`config.mk`:
```
export PLATFORM = sky130hd
export DESIGN_NAME = launcher_spinup_sequencer_core
export DESIGN_NICKNAME = d
export VERILOG_FILES = /design/src/hdl/lss_pkg.sv /design/src/hdl/launcher_spinup_sequencer_core.sv /design/src/hdl/lss_step.sv
export VERILOG_INCLUDE_DIRS = /design/src /design/src/hdl
export SDC_FILE = /design/constraint.sdc
export NUM_CORES = 1
export LEC_CHECK = 0
export BUFFER_PORTS_ARGS = -buffer_cell sky130_fd_sc_hd__buf_4
export CAP_MARGIN = 20
export CELL_PAD_IN_SITES_DETAIL_PLACEMENT = 1
export CELL_PAD_IN_SITES_GLOBAL_PLACEMENT = 2
export CORE_ASPECT_RATIO = 0.8
export CORE_MARGIN = 8
export CORE_UTILIZATION = 33
export DETAILED_ROUTE_END_ITERATION = 10
export GPL_ROUTABILITY_DRIVEN = 0
export HOLD_SLACK_MARGIN = 0.08
export PLACE_DENSITY = 0.75
export SLEW_MARGIN = 25
export SYNTH_ARGS = -nofsm -noshare
export SYNTH_HDL_FRONTEND = slang
export SYNTH_HIERARCHICAL = 1
export SYNTH_SLANG_ARGS = --single-unit
```
`constraint.sdc`:
```
create_clock -name clk -period 3.7 [get_ports clk]
set_input_delay 0.74 -clock clk [delete_from_list [all_inputs] [get_ports clk]]
set_output_delay 0.74 -clock clk [all_outputs]
set_load 0.01 [all_outputs]
```
`src/hdl/assert_macros.svh`:
```
// Assertion helpers shared by the RTL. Define ASSERT_OFF to compile them out.
`ifndef ASSERT_MACROS_SVH
`define ASSERT_MACROS_SVH

`ifndef ASSERT_OFF

// same-cycle implication, sampled on the rising clock, idle in reset
`define ASSERT_IMPLIES(label, clk, rst_n, ante, cons) \
  label: assert property (@(posedge clk) disable iff (!rst_n) (ante) |-> (cons)) \
    else $error("assertion failed");

// next-cycle implication
`define ASSERT_NEXT(label, clk, rst_n, ante, cons) \
  label: assert property (@(posedge clk) disable iff (!rst_n) (ante) |=> (cons)) \
    else $error("assertion failed");

`else

`define ASSERT_IMPLIES(label, clk, rst_n, ante, cons)
`define ASSERT_NEXT(label, clk, rst_n, ante, cons)

`endif

`endif

```
`src/hdl/lss_pkg.sv`:
```
`default_nettype none

package lss_pkg;

  localparam int TIMER_BITS_DEF = 16;
  localparam int COUNT_BITS_DEF = 8;

  localparam int CFG_W       = 16;
  localparam int CFG_IDX_W   = 1;
  localparam int ELAPSED_W   = 16;
  localparam int SHOTS_W     = 8;

  localparam logic [CFG_IDX_W-1:0] CFG_SPINUP_TICKS = 1'd0;
  localparam logic [CFG_IDX_W-1:0] CFG_SHOT_TICKS   = 1'd1;

  localparam logic [CFG_W-1:0] SPINUP_TICKS_RST = 16'd5000;
  localparam logic [CFG_W-1:0] SHOT_TICKS_RST   = 16'd250;

  localparam logic [1:0] GOAL_OFF      = 2'd0;
  localparam logic [1:0] GOAL_REV      = 2'd1;
  localparam logic [1:0] GOAL_SHOOT    = 2'd2;
  localparam logic [1:0] GOAL_SHOOT_N  = 2'd3;

  typedef enum logic [1:0] {
    CMD_OFF   = 2'd0,
    CMD_REV   = 2'd1,
    CMD_SHOOT = 2'd2
  } cmd_t;

  typedef enum logic [1:0] {
    SPIN_OFF     = 2'd0,
    SPIN_REVVING = 2'd1,
    SPIN_REVVED  = 2'd2
  } spin_t;

  // per-tick control/status result of the step logic
  typedef struct packed {
    cmd_t  cmd;
    spin_t spin;
    logic  ready;
  } lss_ctl_t;

endpackage

`default_nettype wire

```
`src/hdl/launcher_spinup_sequencer_core.sv`:
```
`default_nettype none
// Launcher spin-up sequencer, one transaction per control tick.
// Input channel (in_*): enable flag, elapsed ticks, goal mode and wanted shot
// count. Result channel (out_*): drive command, spin status after the tick,
// shot count of the current burst and goal readiness. Both channels use
// valid/stall; a transaction moves on a clock edge with valid high and stall low.
// Config port (cfg_*): write cfg_wdata to register cfg_index when cfg_we is
// high: index 0 spin-up ticks, index 1 shot interval ticks. Write only while idle.
// Path: a transaction accepted into the input register passes through the step
// logic into the output register, which drives the out_* ports. Throughput: one
// transaction per cycle while out_stall is low, set by the combinational state
// update between the input register and the output register.
// Stall: while out_stall holds a result, one more transaction is held in the
// input register; after that in_stall rises until the result is taken.
// Reset (rst_n low, synchronous): spin state off, counter and timers zero,
// registers back to 5000 and 250 ticks, both pipeline stages empty.
module launcher_spinup_sequencer_core #(
  parameter int TIMER_BITS = lss_pkg::TIMER_BITS_DEF,
  parameter int COUNT_BITS = lss_pkg::COUNT_BITS_DEF
) (
  input  wire logic                            clk,
  input  wire logic                            rst_n,
  input  wire logic                            cfg_we,
  input  wire logic [lss_pkg::CFG_IDX_W-1:0]   cfg_index,
  input  wire logic [lss_pkg::CFG_W-1:0]       cfg_wdata,
  input  wire logic                            in_valid,
  output logic                                 in_stall,
  input  wire logic                            in_enabled,
  input  wire logic [lss_pkg::ELAPSED_W-1:0]   in_elapsed_ticks,
  input  wire logic [1:0]                      in_goal_mode,
  input  wire logic [lss_pkg::SHOTS_W-1:0]     in_shots_wanted,
  output logic                                 out_valid,
  input  wire logic                            out_stall,
  output logic [1:0]                           out_command,
  output logic [1:0]                           out_spin_status,
  output logic [lss_pkg::SHOTS_W-1:0]          out_shots_count,
  output logic                                 out_goal_ready
);
  import lss_pkg::*;

  `include "assert_macros.svh"

  logic [CFG_W-1:0]      spinup_ticks_r;
  logic [CFG_W-1:0]      shot_ticks_r;

  logic                  s1_valid_r;
  logic                  s1_valid_nxt;
  logic                  s1_enabled_r;
  logic [ELAPSED_W-1:0]  s1_elapsed_r;
  logic [1:0]            s1_goal_r;
  logic [SHOTS_W-1:0]    s1_wanted_r;
  logic                  s1_adv;
  logic                  in_accept;

  spin_t                 spin_r;
  cmd_t                  prev_cmd_r;
  logic [COUNT_BITS-1:0] cnt_r;
  logic [TIMER_BITS-1:0] spinup_left_r;
  logic [TIMER_BITS-1:0] interval_left_r;

  logic [COUNT_BITS-1:0] cnt_nxt;
  logic [TIMER_BITS-1:0] spinup_left_nxt;
  logic [TIMER_BITS-1:0] interval_left_nxt;
  lss_ctl_t              ctl;

  logic                  out_valid_r;
  logic                  out_valid_nxt;
  logic [1:0]            out_command_r;
  logic [1:0]            out_spin_r;
  logic [SHOTS_W-1:0]    out_shots_r;
  logic                  out_ready_r;

  assign s1_adv    = !out_valid_r || !out_stall;
  assign in_stall  = s1_valid_r && !s1_adv;
  assign in_accept = in_valid && !in_stall;

  always_comb begin
    s1_valid_nxt = s1_valid_r;
    if (in_accept) begin
      s1_valid_nxt = 1'b1;
    end else if (s1_adv) begin
      s1_valid_nxt = 1'b0;
    end
    out_valid_nxt = s1_adv ? s1_valid_r : out_valid_r;
  end

  always_ff @(posedge clk) begin
    if (!rst_n) begin
      spinup_ticks_r <= SPINUP_TICKS_RST;
      shot_ticks_r   <= SHOT_TICKS_RST;
    end else if (cfg_we) begin
      unique case (cfg_index)
        CFG_SPINUP_TICKS: spinup_ticks_r <= cfg_wdata;
        CFG_SHOT_TICKS:   shot_ticks_r   <= cfg_wdata;
        default: ;
      endcase
    end
  end

  always_ff @(posedge clk) begin
    if (!rst_n) begin
      s1_valid_r  <= 1'b0;
      out_valid_r <= 1'b0;
    end else begin
      s1_valid_r  <= s1_valid_nxt;
      out_valid_r <= out_valid_nxt;
    end
  end

  always_ff @(posedge clk) begin
    if (in_accept) begin
      s1_enabled_r <= in_enabled;
      s1_elapsed_r <= in_elapsed_ticks;
      s1_goal_r    <= in_goal_mode;
      s1_wanted_r  <= in_shots_wanted;
    end
  end

  lss_step #(
    .TIMER_BITS (TIMER_BITS),
    .COUNT_BITS (COUNT_BITS)
  ) u_step (
    .spin_cur          (spin_r),
    .prev_cmd          (prev_cmd_r),
    .cnt_cur           (cnt_r),
    .spinup_left_cur   (spinup_left_r),
    .interval_left_cur (interval_left_r),
    .spinup_ticks      (spinup_ticks_r),
    .shot_ticks        (shot_ticks_r),
    .enabled           (s1_enabled_r),
    .elapsed_ticks     (s1_elapsed_r),
    .goal_mode         (s1_goal_r),
    .shots_wanted      (s1_wanted_r),
    .cnt_nxt           (cnt_nxt),
    .spinup_left_nxt   (spinup_left_nxt),
    .interval_left_nxt (interval_left_nxt),
    .ctl               (ctl)
  );

  // sequencer state moves once per transaction, when it enters the output register
  always_ff @(posedge clk) begin
    if (!rst_n) begin
      spin_r          <= SPIN_OFF;
      prev_cmd_r      <= CMD_OFF;
      cnt_r           <= '0;
      spinup_left_r   <= '0;
      interval_left_r <= '0;
    end else if (s1_valid_r && s1_adv) begin
      spin_r          <= ctl.spin;
      prev_cmd_r      <= ctl.cmd;
      cnt_r           <= cnt_nxt;
      spinup_left_r   <= spinup_left_nxt;
      interval_left_r <= interval_left_nxt;
    end
  end

  always_ff @(posedge clk) begin
    if (s1_valid_r && s1_adv) begin
      out_command_r <= ctl.cmd;
      out_spin_r    <= ctl.spin;
      out_shots_r   <= SHOTS_W'(cnt_nxt);
      out_ready_r   <= ctl.ready;
    end
  end

  assign out_valid       = out_valid_r;
  assign out_command     = out_command_r;
  assign out_spin_status = out_spin_r;
  assign out_shots_count = out_shots_r;
  assign out_goal_ready  = out_ready_r;

  `ASSERT_NEXT(a_stage_moves, clk, rst_n, s1_valid_r && s1_adv, out_valid_r)
  `ASSERT_IMPLIES(a_shoot_revved, clk, rst_n, out_valid_r && (out_command_r == CMD_SHOOT),
                  out_spin_r == SPIN_REVVED)
  `ASSERT_IMPLIES(a_count_only_revved, clk, rst_n, spin_r != SPIN_REVVED, cnt_r == '0)

endmodule

`default_nettype wire

```
`src/hdl/lss_step.sv`:
```
`default_nettype none

module lss_step #(
  parameter int TIMER_BITS = lss_pkg::TIMER_BITS_DEF,
  parameter int COUNT_BITS = lss_pkg::COUNT_BITS_DEF
) (
  input  wire lss_pkg::spin_t             spin_cur,
  input  wire lss_pkg::cmd_t              prev_cmd,
  input  wire logic [COUNT_BITS-1:0]      cnt_cur,
  input  wire logic [TIMER_BITS-1:0]      spinup_left_cur,
  input  wire logic [TIMER_BITS-1:0]      interval_left_cur,
  input  wire logic [lss_pkg::CFG_W-1:0]  spinup_ticks,
  input  wire logic [lss_pkg::CFG_W-1:0]  shot_ticks,
  input  wire logic                       enabled,
  input  wire logic [lss_pkg::ELAPSED_W-1:0] elapsed_ticks,
  input  wire logic [1:0]                 goal_mode,
  input  wire logic [lss_pkg::SHOTS_W-1:0] shots_wanted,
  output logic [COUNT_BITS-1:0]           cnt_nxt,
  output logic [TIMER_BITS-1:0]           spinup_left_nxt,
  output logic [TIMER_BITS-1:0]           interval_left_nxt,
  output lss_pkg::lss_ctl_t               ctl
);
  import lss_pkg::*;

  localparam int TW = (TIMER_BITS > ELAPSED_W) ? TIMER_BITS : ELAPSED_W;
  localparam int CW = (COUNT_BITS > SHOTS_W) ? COUNT_BITS : SHOTS_W;

  logic [TW-1:0]         el_x;
  logic [TW-1:0]         sp_x;
  logic [TW-1:0]         iv_x;
  logic [TIMER_BITS-1:0] sp_run;
  logic [TIMER_BITS-1:0] iv_run;
  logic [TIMER_BITS-1:0] sp_load;
  logic [TIMER_BITS-1:0] iv_load;
  logic                  cnt_ge;
  logic                  revved;
  cmd_t                  cmd;
  spin_t                 spin_nxt;
  logic [COUNT_BITS-1:0] cnt_tmp;
  logic [TIMER_BITS-1:0] iv_tmp;

  assign el_x    = TW'(elapsed_ticks);
  assign sp_x    = TW'(spinup_left_cur);
  assign iv_x    = TW'(interval_left_cur);
  assign sp_load = TIMER_BITS'(spinup_ticks);
  assign iv_load = TIMER_BITS'(shot_ticks);
  assign cnt_ge  = CW'(cnt_cur) >= CW'(shots_wanted);
  assign revved  = (spin_cur == SPIN_REVVED);

  // countdown timers freeze while disabled and stop at zero
  always_comb begin
    sp_run = spinup_left_cur;
    iv_run = interval_left_cur;
    if (enabled) begin
      sp_run = (el_x >= sp_x) ? '0 : TIMER_BITS'(sp_x - el_x);
      iv_run = (el_x >= iv_x) ? '0 : TIMER_BITS'(iv_x - el_x);
    end
  end

  always_comb begin
    unique case (goal_mode)
      GOAL_OFF:     cmd = CMD_OFF;
      GOAL_REV:     cmd = CMD_REV;
      GOAL_SHOOT:   cmd = revved ? CMD_SHOOT : CMD_REV;
      GOAL_SHOOT_N: cmd = cnt_ge ? CMD_REV : (revved ? CMD_SHOOT : CMD_REV);
      default:      cmd = CMD_OFF;
    endcase
  end

  always_comb begin
    spin_nxt          = spin_cur;
    cnt_nxt           = cnt_cur;
    spinup_left_nxt   = sp_run;
    interval_left_nxt = iv_run;
    cnt_tmp           = cnt_cur;
    iv_tmp            = iv_run;
    unique case (spin_cur)
      SPIN_REVVED: begin
        if (cmd == CMD_OFF) begin
          spin_nxt = SPIN_OFF;
          cnt_nxt  = '0;
        end else if (cmd == CMD_SHOOT) begin
          // new burst after rev: restart count and interval
          if (prev_cmd == CMD_REV) begin
            cnt_tmp = '0;
            iv_tmp  = iv_load;
          end
          if (iv_tmp == '0) begin
            if (cnt_tmp != {COUNT_BITS{1'b1}}) begin
              cnt_tmp = cnt_tmp + 1'b1;
            end
            iv_tmp = iv_load;
          end
          cnt_nxt           = cnt_tmp;
          interval_left_nxt = iv_tmp;
        end else if (prev_cmd == CMD_SHOOT) begin
          cnt_nxt = '0;
        end
      end
      SPIN_REVVING: begin
        // off wins over a finished spin-up timer
        if (cmd == CMD_OFF) begin
          spin_nxt = SPIN_OFF;
        end else if (sp_run == '0) begin
          spin_nxt = SPIN_REVVED;
        end
      end
      default: begin
        spin_nxt = SPIN_OFF;
        if (cmd == CMD_REV) begin
          spin_nxt        = SPIN_REVVING;
          spinup_left_nxt = sp_load;
        end
      end
    endcase
  end

  always_comb begin
    ctl.cmd   = cmd;
    ctl.spin  = spin_nxt;
    ctl.ready = (goal_mode == GOAL_OFF) ? (spin_nxt == SPIN_OFF) : (spin_nxt == SPIN_REVVED);
  end

endmodule

`default_nettype wire

```
# --- Word-level counts from Yosys, hierarchy flattened ---
# Index checks and enable logic that the tools add are counted.
totals:
  out_inout_bits: 15
  inputBits: 49
  wordCells: 87
  reg_bits: 118
classes:
  bitwise: 1
  n_mux: 35
  order_cmp: 3
  n_reduce_logical: 17
  eq_ne: 11
  add_sub_neg: 3
ops:
  columns: ["operator", "n"]
  rows:
  - ["two-way mux 16 bit", 14]
  - ["two-way mux 8 bit", 10]
  - ["greater-or-equal comparator 16 bit", 2]
  - ["zero test 16 bit", 2]
  - ["subtractor 16 bit", 2]
  - ["== test 2 bit (second input constant)", 6]
  - ["two-way mux 2 bit", 5]
  - ["adder 8 x 1 -> 8 bit (second input constant)", 1]
  - ["== test 2 x 1 -> 1 bit (second input constant)", 4]
  - ["greater-or-equal comparator 8 bit", 1]
  - ["inequality test 8 bit (second input constant)", 1]
  - ["one-hot mux 2 bit (4 select lines)", 1]
  - ["zero test 2 bit", 3]
  - ["zero test 1 bit", 4]
  - ["two-way mux 1 bit", 4]
  - ["one-hot mux 2 bit (2 select lines)", 1]
  - ["AND reduction 2 bit", 2]
  - ["logical AND 1 bit", 3]
  - ["nonzero test 2 bit", 1]
  - ["OR reduction 2 bit", 1]
  - ["logical OR 1 bit", 1]
  - ["NOT 1 bit", 1]

# --- Logic depth before layout (Yosys ltp) ---
# Gate-level depths: netlist (run 1).
depth:
  ltp_word: 14
  depth_mapped: 17
  depth_no_buf: 15

# --- Hierarchy ---
# Netlist (run 1), hierarchy kept.
by_module_without_submodules:
  columns: ["mod", "instances", "area_each_um2", "seq_area_each_um2", "cells_per_inst"]
  rows:
  - ["launcher_spinup_sequencer_core", 1, 4066.4, 2762.6, 385]
  - ["lss_step", 1, 3739.8, 0.0, 556]

# --- Worst setup path after synthesis (run 1) ---
# No wires, ideal clock.
synth_path:
  path_kind: "register to register"
  start: "reg interval_left_r[0]"
  end: "reg interval_left_r[3]"
  n_path_buf: 1
  setup_time_ns: 0.123
  t_arrival_ns: 3.435
  setup_slack_ns: 0.143
  path_stages_with_launch: 17
  period_less_slack_ns: 3.557
  required_time_ns: 3.577
  path_cell_list: "dfxtp_1 inv_1 ha_1 inv_1 fa_1 nand3_1 a21oi_1 or4_4 a311o_1 and3_1 o31ai_2 nand4_4 a21oi_4 buf_12 mux2_4 nand3_1 o21ai_0"
synth_between:
  elab_chain_len: 12
  elab_cells_between_ends: 13
  cone_classes: "add/sub: 1; order compare: 1; mux: 10; reduce/logical: 1"
synth_lines:
  columns: ["element", "line", "source"]
  rows:
  - ["start: declaration", "launcher_spinup_sequencer_core.sv:59", "logic [TIMER_BITS-1:0] interval_left_r;"]
  - ["start signal: assignment", "launcher_spinup_sequencer_core.sv:153", "interval_left_r <= interval_left_nxt;"]
  - ["subtractor 16 bit or greater-or-equal comparator 16 bit (tied branches)", "lss_step.sv:56", "iv_run = (el_x >= iv_x) ? '0 : TIMER_BITS'(iv_x - el_x);"]
  - ["two-way mux 16 bit", "lss_step.sv:56", null]
  - ["two-way mux 16 bit *", "lss_step.sv:54", "if (enabled) begin"]
  - ["two-way mux 16 bit", "lss_step.sv:84", "if (prev_cmd == CMD_REV) begin"]
  - ["two-way mux 16 bit", "lss_step.sv:82", "end else if (cmd == CMD_SHOOT) begin"]
  - ["two-way mux 16 bit", "lss_step.sv:79", "if (cmd == CMD_OFF) begin"]
  - ["two-way mux 16 bit", "lss_step.sv:77", "unique case (spin_cur)"]
  - ["zero test 16 bit", "lss_step.sv:88", "if (iv_tmp == '0) begin"]
  - ["two-way mux 16 bit", "lss_step.sv:88", null]
  - ["two-way mux 16 bit", "lss_step.sv:82", null]
  - ["two-way mux 16 bit", "lss_step.sv:79", null]
  - ["two-way mux 16 bit *", "lss_step.sv:77", null]
  - ["named net interval_left_nxt[3]", "launcher_spinup_sequencer_core.sv:63", "logic [TIMER_BITS-1:0] interval_left_nxt;"]
# The timed path passes the listed nets; every way through them passes the cells marked *. The select of a mux whose other input is x is not followed.
# A chain may end at the register's enable or synchronous reset.

# --- Worst setup path after layout (run 1) ---
layout_path:
  start: "reg s1_elapsed_r[0]"
  end: "reg cnt_r[6]"
layout_between:
  elab_chain_len: 12
  elab_cells_between_ends: 13
  cone_classes: "add/sub: 1; order compare: 1; mux: 10; reduce/logical: 1"
layout_lines:
  columns: ["element", "line", "source"]
  rows:
  - ["start: declaration", "launcher_spinup_sequencer_core.sv:49", "logic [ELAPSED_W-1:0] s1_elapsed_r;"]
  - ["start signal: assignment", "launcher_spinup_sequencer_core.sv:113", "s1_elapsed_r <= in_elapsed_ticks;"]
  - ["subtractor 16 bit or greater-or-equal comparator 16 bit (tied branches)", "lss_step.sv:56", null]
  - ["two-way mux 16 bit *", "lss_step.sv:56", null]
  - ["two-way mux 16 bit *", "lss_step.sv:54", null]
  - ["two-way mux 16 bit *", "lss_step.sv:84", null]
  - ["two-way mux 16 bit *", "lss_step.sv:82", null]
  - ["two-way mux 16 bit *", "lss_step.sv:79", null]
  - ["two-way mux 16 bit *", "lss_step.sv:77", null]
  - ["zero test 16 bit *", "lss_step.sv:88", null]
  - ["two-way mux 8 bit *", "lss_step.sv:88", null]
  - ["two-way mux 8 bit *", "lss_step.sv:82", null]
  - ["two-way mux 8 bit *", "lss_step.sv:79", null]
  - ["two-way mux 8 bit *", "lss_step.sv:77", null]
  - ["named net cnt_nxt[6]", "launcher_spinup_sequencer_core.sv:61", "logic [COUNT_BITS-1:0] cnt_nxt;"]
  - ["end signal: assignment", "launcher_spinup_sequencer_core.sv:151", "cnt_r <= cnt_nxt;"]
  - ["end: declaration", "launcher_spinup_sequencer_core.sv:57", "logic [COUNT_BITS-1:0] cnt_r;"]
# Marks and branches as above.

==> flow_summary.toml, run 1 <==
[floorplanning]
rows = 50
core_region_area_mm2 = 0.0233
die_w_um = 188
dieHeight_um = 154
start_util_pct = 33.5
io-pin-count = 64
die-area_mm2 = 0.0289

[timing]
final_hold_viol_count = 0
fin_skew_ns = 0.0129
drv_slew = 0
fin_hold_ws_ns = 0.458
setup_violations = 0
final.period_utilization_pct = 99.5
period_minus_slack_ns = 3.68
worst_pin_slew_ns = 0.701
rsz0062_at_grt = "yes"
fmax_mhz = 272
slew_headroom_pct = 53.3

[worst_setup_path]
cpMaxStageDelayCell = "fa_2"
crit_type = "register to register"
cp.required_ns = 4.03
endpoint_kind = "register"
worst-path-max-fanout = 6
start_kind = "register"
critPathBufInv = 5
crit_top_cell = "buf_4"
worstPathArrival_ns = 4.01
cpPeakStageDelay_ns = 0.39
cp_top_family = "compound AO/OA/AOI/OAI gates"
crit_chain = "ha_2, inv_1, fa_2, nand3_2, a21oi_2, buf_4, o31a_4, nor2_1, xnor2_1, o41ai_2, buf_4, nand4_4, buf_6, buf_4, nor4_4, a2bb2oi_2, nand3_1, o21ai_0"

[global_route]
grt_overflow_total = 0
grt_use_total_pct = 18.6
grt_max_degree = 68
grt_antenna_before_repair = 0
first_global_vias = 7680
grt_first_pass_wirelength_um = 42900

[power_and_ir_drop]
ir_drop_mv = 0.292
p_leak_nw = 4.12
finalPower_mw = 3.68
p_per_area_mw_per_mm2 = 364

[cells_and_area]
final_layout_size_suffix_gt1_share_pct = 26.8
diodes = 0
syn2layout_area_growth_pct = 29.4
layout.nets = 1172

[cts]
clkLatencyLatePin_ns = 0.42
h-tree-depth = 4
cts_buffer_depth = 2
clock_sinks = 118
clk_transition_reported_paths_ns = 0.06
root_buffer = "clkbuf_16"
cts_buffers = 17
cts_tree = "done"

[drt]
wirelength_um = 27800
drc = 0
drt_iter0_drc = 438
vias = 7612
wire_per_inst_um = 19.8
postRouteAntennaNets = 0
avgViaCountPerCell = 5.43
drt_pass1_iterations = 5

[worst_hold_path]
hold_path.class = "register to register"

[run_status]
status = "completed"

[logic_synthesis]
syn-mean-instance-area_um2 = 8.30
synthFlopType = "dfxtp_1"
ys_types = 79
synthTopCellsByCount = "162 x nand2_1, 81 x o21ai_0, 78 x dfxtp_1, 69 x nand3_1, 51 x inv_1"
synth.net_count = 1035
synthTopCellsByArea = "dfxtp_1 20%, edfxtp_1 15%, nand2_1 7.8%"
synth_warnings = 6
synth-edff-count = 40
yosysSeqAreaShare_pct = 35.4
synth_top_cell_area_share_pct = 20.0
syn_inst = 941
synth_area_leader_cell = "dfxtp_1"
ys_async_sr_fraction_pct = 0
yosysMostFrequentCell = "nand2_1"
synth_area_mm2 = 0.00781
ys_ff_latch = 118

[placement]
port_buffers = 63
dp_hpwl_um = 20600

[run]
maxCapViolations = 0
[layer usage]
layer	vias to the layer above	GRT usage [%]	routed length, um
met4	0	5.43	365
met3	26	3.19	989
met5	-	0	0
met1	3743	25.7	13700
met2	131	29.4	12800
li1	3712	-	-
[worst min-delay path, cell delays in order (launching register included)]
cell and delay [ns]:
dfxtp_1 0.31, nand2_1 0.05, a21boi_1 0.05
[layout by cell type, fill, tap and decap left out, types with 7 or more instances in the layout]
cell type  count
a21boi_0      16
a21o_1        16
a21oi_1       41
a21oi_2        7
a22oi_1        7
and3_1         7
buf_4        165
clkbuf_16     18
dfxtp_1       76
edfxtp_1      40
ha_1          33
ha_4           7
inv_1         44
inv_2          7
mux2_4         9
nand2_1      160
nand2b_1       7
nand3_1       68
nand4_1       10
nor2_1        40
nor3_1        15
nor4_1        12
o21a_1        11
o21ai_0       72
o21ai_1        7
o2bb2ai_1      9
or3_1          8
xor2_1         7
[path summary, 6_finish.rpt]
kind	from	to	slack, ns	depth (start not counted)
setup / recovery	s1_elapsed_r[0]	cnt_r[6]	0.02	18
hold / removal	spinup_ticks_r[13]	spinup_ticks_r[13]	0.46	2
setup reg to reg	s1_elapsed_r[0]	cnt_r[6]	0.02	18
hold reg to reg	spinup_ticks_r[13]	spinup_ticks_r[13]	0.46	2
[registers in the layout, indices dropped and copies added (netlist names), 2 cells and up]
signal           count
s1_elapsed_r        16
interval_left_r     16
out_command          2
spinup_left_r       16
spin_r               2
cnt_r                8
out_shots_count      8
prev_cmd_r           2
s1_goal_r            2
shot_ticks_r        16
out_spin_status      2
spinup_ticks_r      16
s1_wanted_r          8
[power breakdown]
group	total [mW]	internal [mW]	switching, mW
Clock	1.66	1.00	0.661
Combinational	0.574	0.241	0.333
Sequential	1.44	1.39	0.0445
[stage by stage]
step                      utilization (%)  std cells  instance area [um^2]  setup slack, ns  setup TNS, ns
final                                43.3       1403                 10100           0.0194              0
after global routing                 43.3       1403                 10100           -0.148          -1.17
after CTS                            41.7       1395                  9730          0.00325              0
after detailed placement             39.0       1360                  9100           -0.195         -0.915
after global placement               39.0       1360                  9100          -0.0568         -0.148
after floorplan                         -        941                  7810            0.143              0
[final cells by class]
class	count	area [um^2]
Clock buffer	22	485
Multi-Input combinational cell	720	4880
Sequential cell	118	2770
Tap cell	312	390
Fill cell	2738	13200
Inverter	51	191
Clock inverter	10	91.3
Timing Repair Buffer	170	1300
[logic make-up (layout without fill, tap and decap cells)]
kind of cell | Yosys count | count (layout) | synth area share (%)
multiplexers | 19 | 19 | 3.11
adder cells (fa/ha/maj) | 45 | 45 | 7.41
AND/OR/NAND/NOR | 363 | 363 | 21.9
flip-flops | 118 | 118 | 35.4
AO/OA/AOI/OAI | 278 | 278 | 24.0
buffers and inverters | 103 | 253 | 6.49
XOR/XNOR | 15 | 15 | 1.68
[what timing repair did]
action	CTS	global route
resized for setup	12	71
gates cloned	0	1
setup buffers	3	7
endpoints found under the setup margin	18	34
hold buffers	0	0
pin swaps	4	16
No activity file was read; power rests on OpenSTA's default activity.
==> run 2: changes to the inputs <==
--- a/config.mk
+++ b/config.mk
@@ -16,6 +16,7 @@
 export DETAILED_ROUTE_END_ITERATION = 10
 export GPL_ROUTABILITY_DRIVEN = 0
 export HOLD_SLACK_MARGIN = 0.08
+export MAX_ROUTING_LAYER = met4
 export PLACE_DENSITY = 0.75
 export SLEW_MARGIN = 25
 export SYNTH_ARGS = -nofsm -noshare
==> run 2 against run 1 <==
  * Die area stayed put
  * Hold slack hardly changed
  * Largest cell class unchanged
  * Clock-buffer cell count stayed put
  * Clock power hardly changed
  * Via count is 0.17% higher
  * Register-to-register slack hardly changed
  * Flip-flop and latch count stayed put
==> flow_summary.toml, run 2 (synthesized netlist as in run 1, its figures left out) <==
[cells_and_area]
fill_cells = 2738
layout.nets = 1172
diodes = 0
final_cell_mix = "165 x buf_4, 160 x nand2_1, 76 x dfxtp_1"
syn2layout_area_growth_pct = 29.4
final_layout_size_suffix_gt1_share_pct = 26.8
final_common_cell = "buf_4"
instances_no_fill = 1403

[cts]
clock_sinks = 118
cts_buffers = 17
holdBufCountCts = 0
root_buffer = "clkbuf_16"
cts_buffer_depth = 2
cts_tree = "done"
clkLatencyLatePin_ns = 0.42
clk_transition_reported_paths_ns = 0.06
h-tree-depth = 4

[drt]
postRouteAntennaNets = 0
drc = 0
avgViaCountPerCell = 5.43
drt_iter0_drc = 497
vias = 7625
wire_per_inst_um = 19.8
wirelength_um = 27800
drt_pass1_iterations = 5

[global_route]
grt_first_pass_wirelength_um = 42900
grt_use_total_pct = 19.2
grt_max_degree = 68
first_global_vias = 7684
grt_antenna_before_repair = 0
grt_overflow_total = 0

[power_and_ir_drop]
switching_share_pct = 28.2
pwr-share-seq_pct = 39.1
p_leak_nw = 4.12
ir_drop_mv = 0.289
combPwrFrac_pct = 15.6
switchingPower_mw = 1.04
p_per_area_mw_per_mm2 = 364
p_int_mw = 2.64
p_clk_share_pct = 45.2

[placement]
dp_hpwl_um = 20600
port_buffers = 63
placedCellCount = 1360

[worst_setup_path]
rr_worst_depth = 18
worst-path-max-fanout = 6
endpoint_kind = "register"
r2r_start = "s1_elapsed_r[0]"
cp.required_ns = 4.03
worstPathArrival_ns = 4.02
start_kind = "register"
crit_type = "register to register"
r2r_slack_ns = 0.01
rr_endpoint = "cnt_r[6]"

[timing]
final.period_utilization_pct = 99.7
drv_slew = 0
fmax_mhz = 271
worst_pin_slew_ns = 0.713
setup_violations = 0
period_minus_slack_ns = 3.69
fin_skew_ns = 0.0122
setup_tns_ns = 0
slew_headroom_pct = 52.5
final_hold_viol_count = 0
rsz0062_at_grt = "yes"

[worst_hold_path]
hold_path_end = "spinup_ticks_r[13]"
min_path_cells = 2
hold_path.class = "register to register"
min_from = "spinup_ticks_r[13]"

[run]
maxCapViolations = 0

[floorplanning]
rows = 50
dieHeight_um = 154
start_util_pct = 33.5
die-area_mm2 = 0.0289
io-pin-count = 64
core_region_area_mm2 = 0.0233
die_w_um = 188

[run_status]
status = "completed"
## run 2: cell counts in the layout (fill, tap and decap cells not counted)
No cell type changed its count.
## run 2: worst max-delay path by stage
stage,from,endpoint,slack [ns],cells past startpoint
2_1_floorplan,interval_left_r[0],interval_left_r[3],0.14,16
3_3_place_gp,s1_elapsed_r[0],spin_r[1],-0.06,16
3_5_place_dp,s1_elapsed_r[0],spin_r[1],-0.20,16
5_1_grt,interval_left_r[0],cnt_r[6],-0.15,19
6_report,s1_elapsed_r[0],cnt_r[6],0.01,18
4_1_cts,s1_elapsed_r[0],spin_r[1],0.003,16
## run 2: critical path: stages, from the launching register on
cell,delay [ns]
edfxtp_1,0.36
ha_2,0.19
inv_1,0.06
fa_2,0.39
nand3_2,0.10
a21oi_2,0.07
buf_4,0.16
o31a_4,0.30
nor2_1,0.13
xnor2_1,0.13
o41ai_2,0.35
buf_4,0.19
nand4_4,0.18
buf_6,0.19
buf_4,0.13
nor4_4,0.29
a2bb2oi_2,0.17
nand3_1,0.08
o21ai_0,0.12
## run 2: per-layer routing
metal,GRT usage (%),vias up,wire length (um)
met5,-,-,0
met4,5.21,0,392
met3,3.53,27,925
met2,29.4,129,12700
met1,25.7,3751,13700
li1,-,3718,-
## run 2: layout make-up
type,instances,area (um^2),area share (%)
clock buffer,22,485,4.81
multi-input combinational,720,4880,48.3
clock inverter,10,91.3,0.904
timing repair buffer,170,1300,12.8
tap,312,390,3.87
inverter,51,191,1.90
sequential,118,2770,27.4
## run 2: timing repair
action,4_1_cts,5_1_grt
gates cloned,0,1
gates resized for setup,12,71
endpoints found under the setup margin,18,34
pin swaps,4,16
setup buffers,3,7
## run 2: power groups by stage
stage	combinational [mW]	clock, mW	sequential, mW
detailed placement	0.525	0	1.47
CTS	0.537	1.70	1.44
global route	0.625	1.75	1.44
global placement	0.521	0	1.46
finish	0.574	1.66	1.44
floorplan	0.316	0	1.45
## run 2: stage by stage
step                      total power, mW  hold WS (ns)  worst slack, ns  area [um^2]  utilization (%)
after global routing                 3.82         0.464           -0.148        10100             43.3
final                                3.67         0.458           0.0117        10100             43.3
after floorplan                      1.76         0.432            0.143         7810                -
after global placement               1.98         0.443          -0.0568         9100             39.0
after detailed placement             1.99         0.451           -0.195         9100             39.0
after CTS                            3.68         0.459          0.00325         9730             41.7
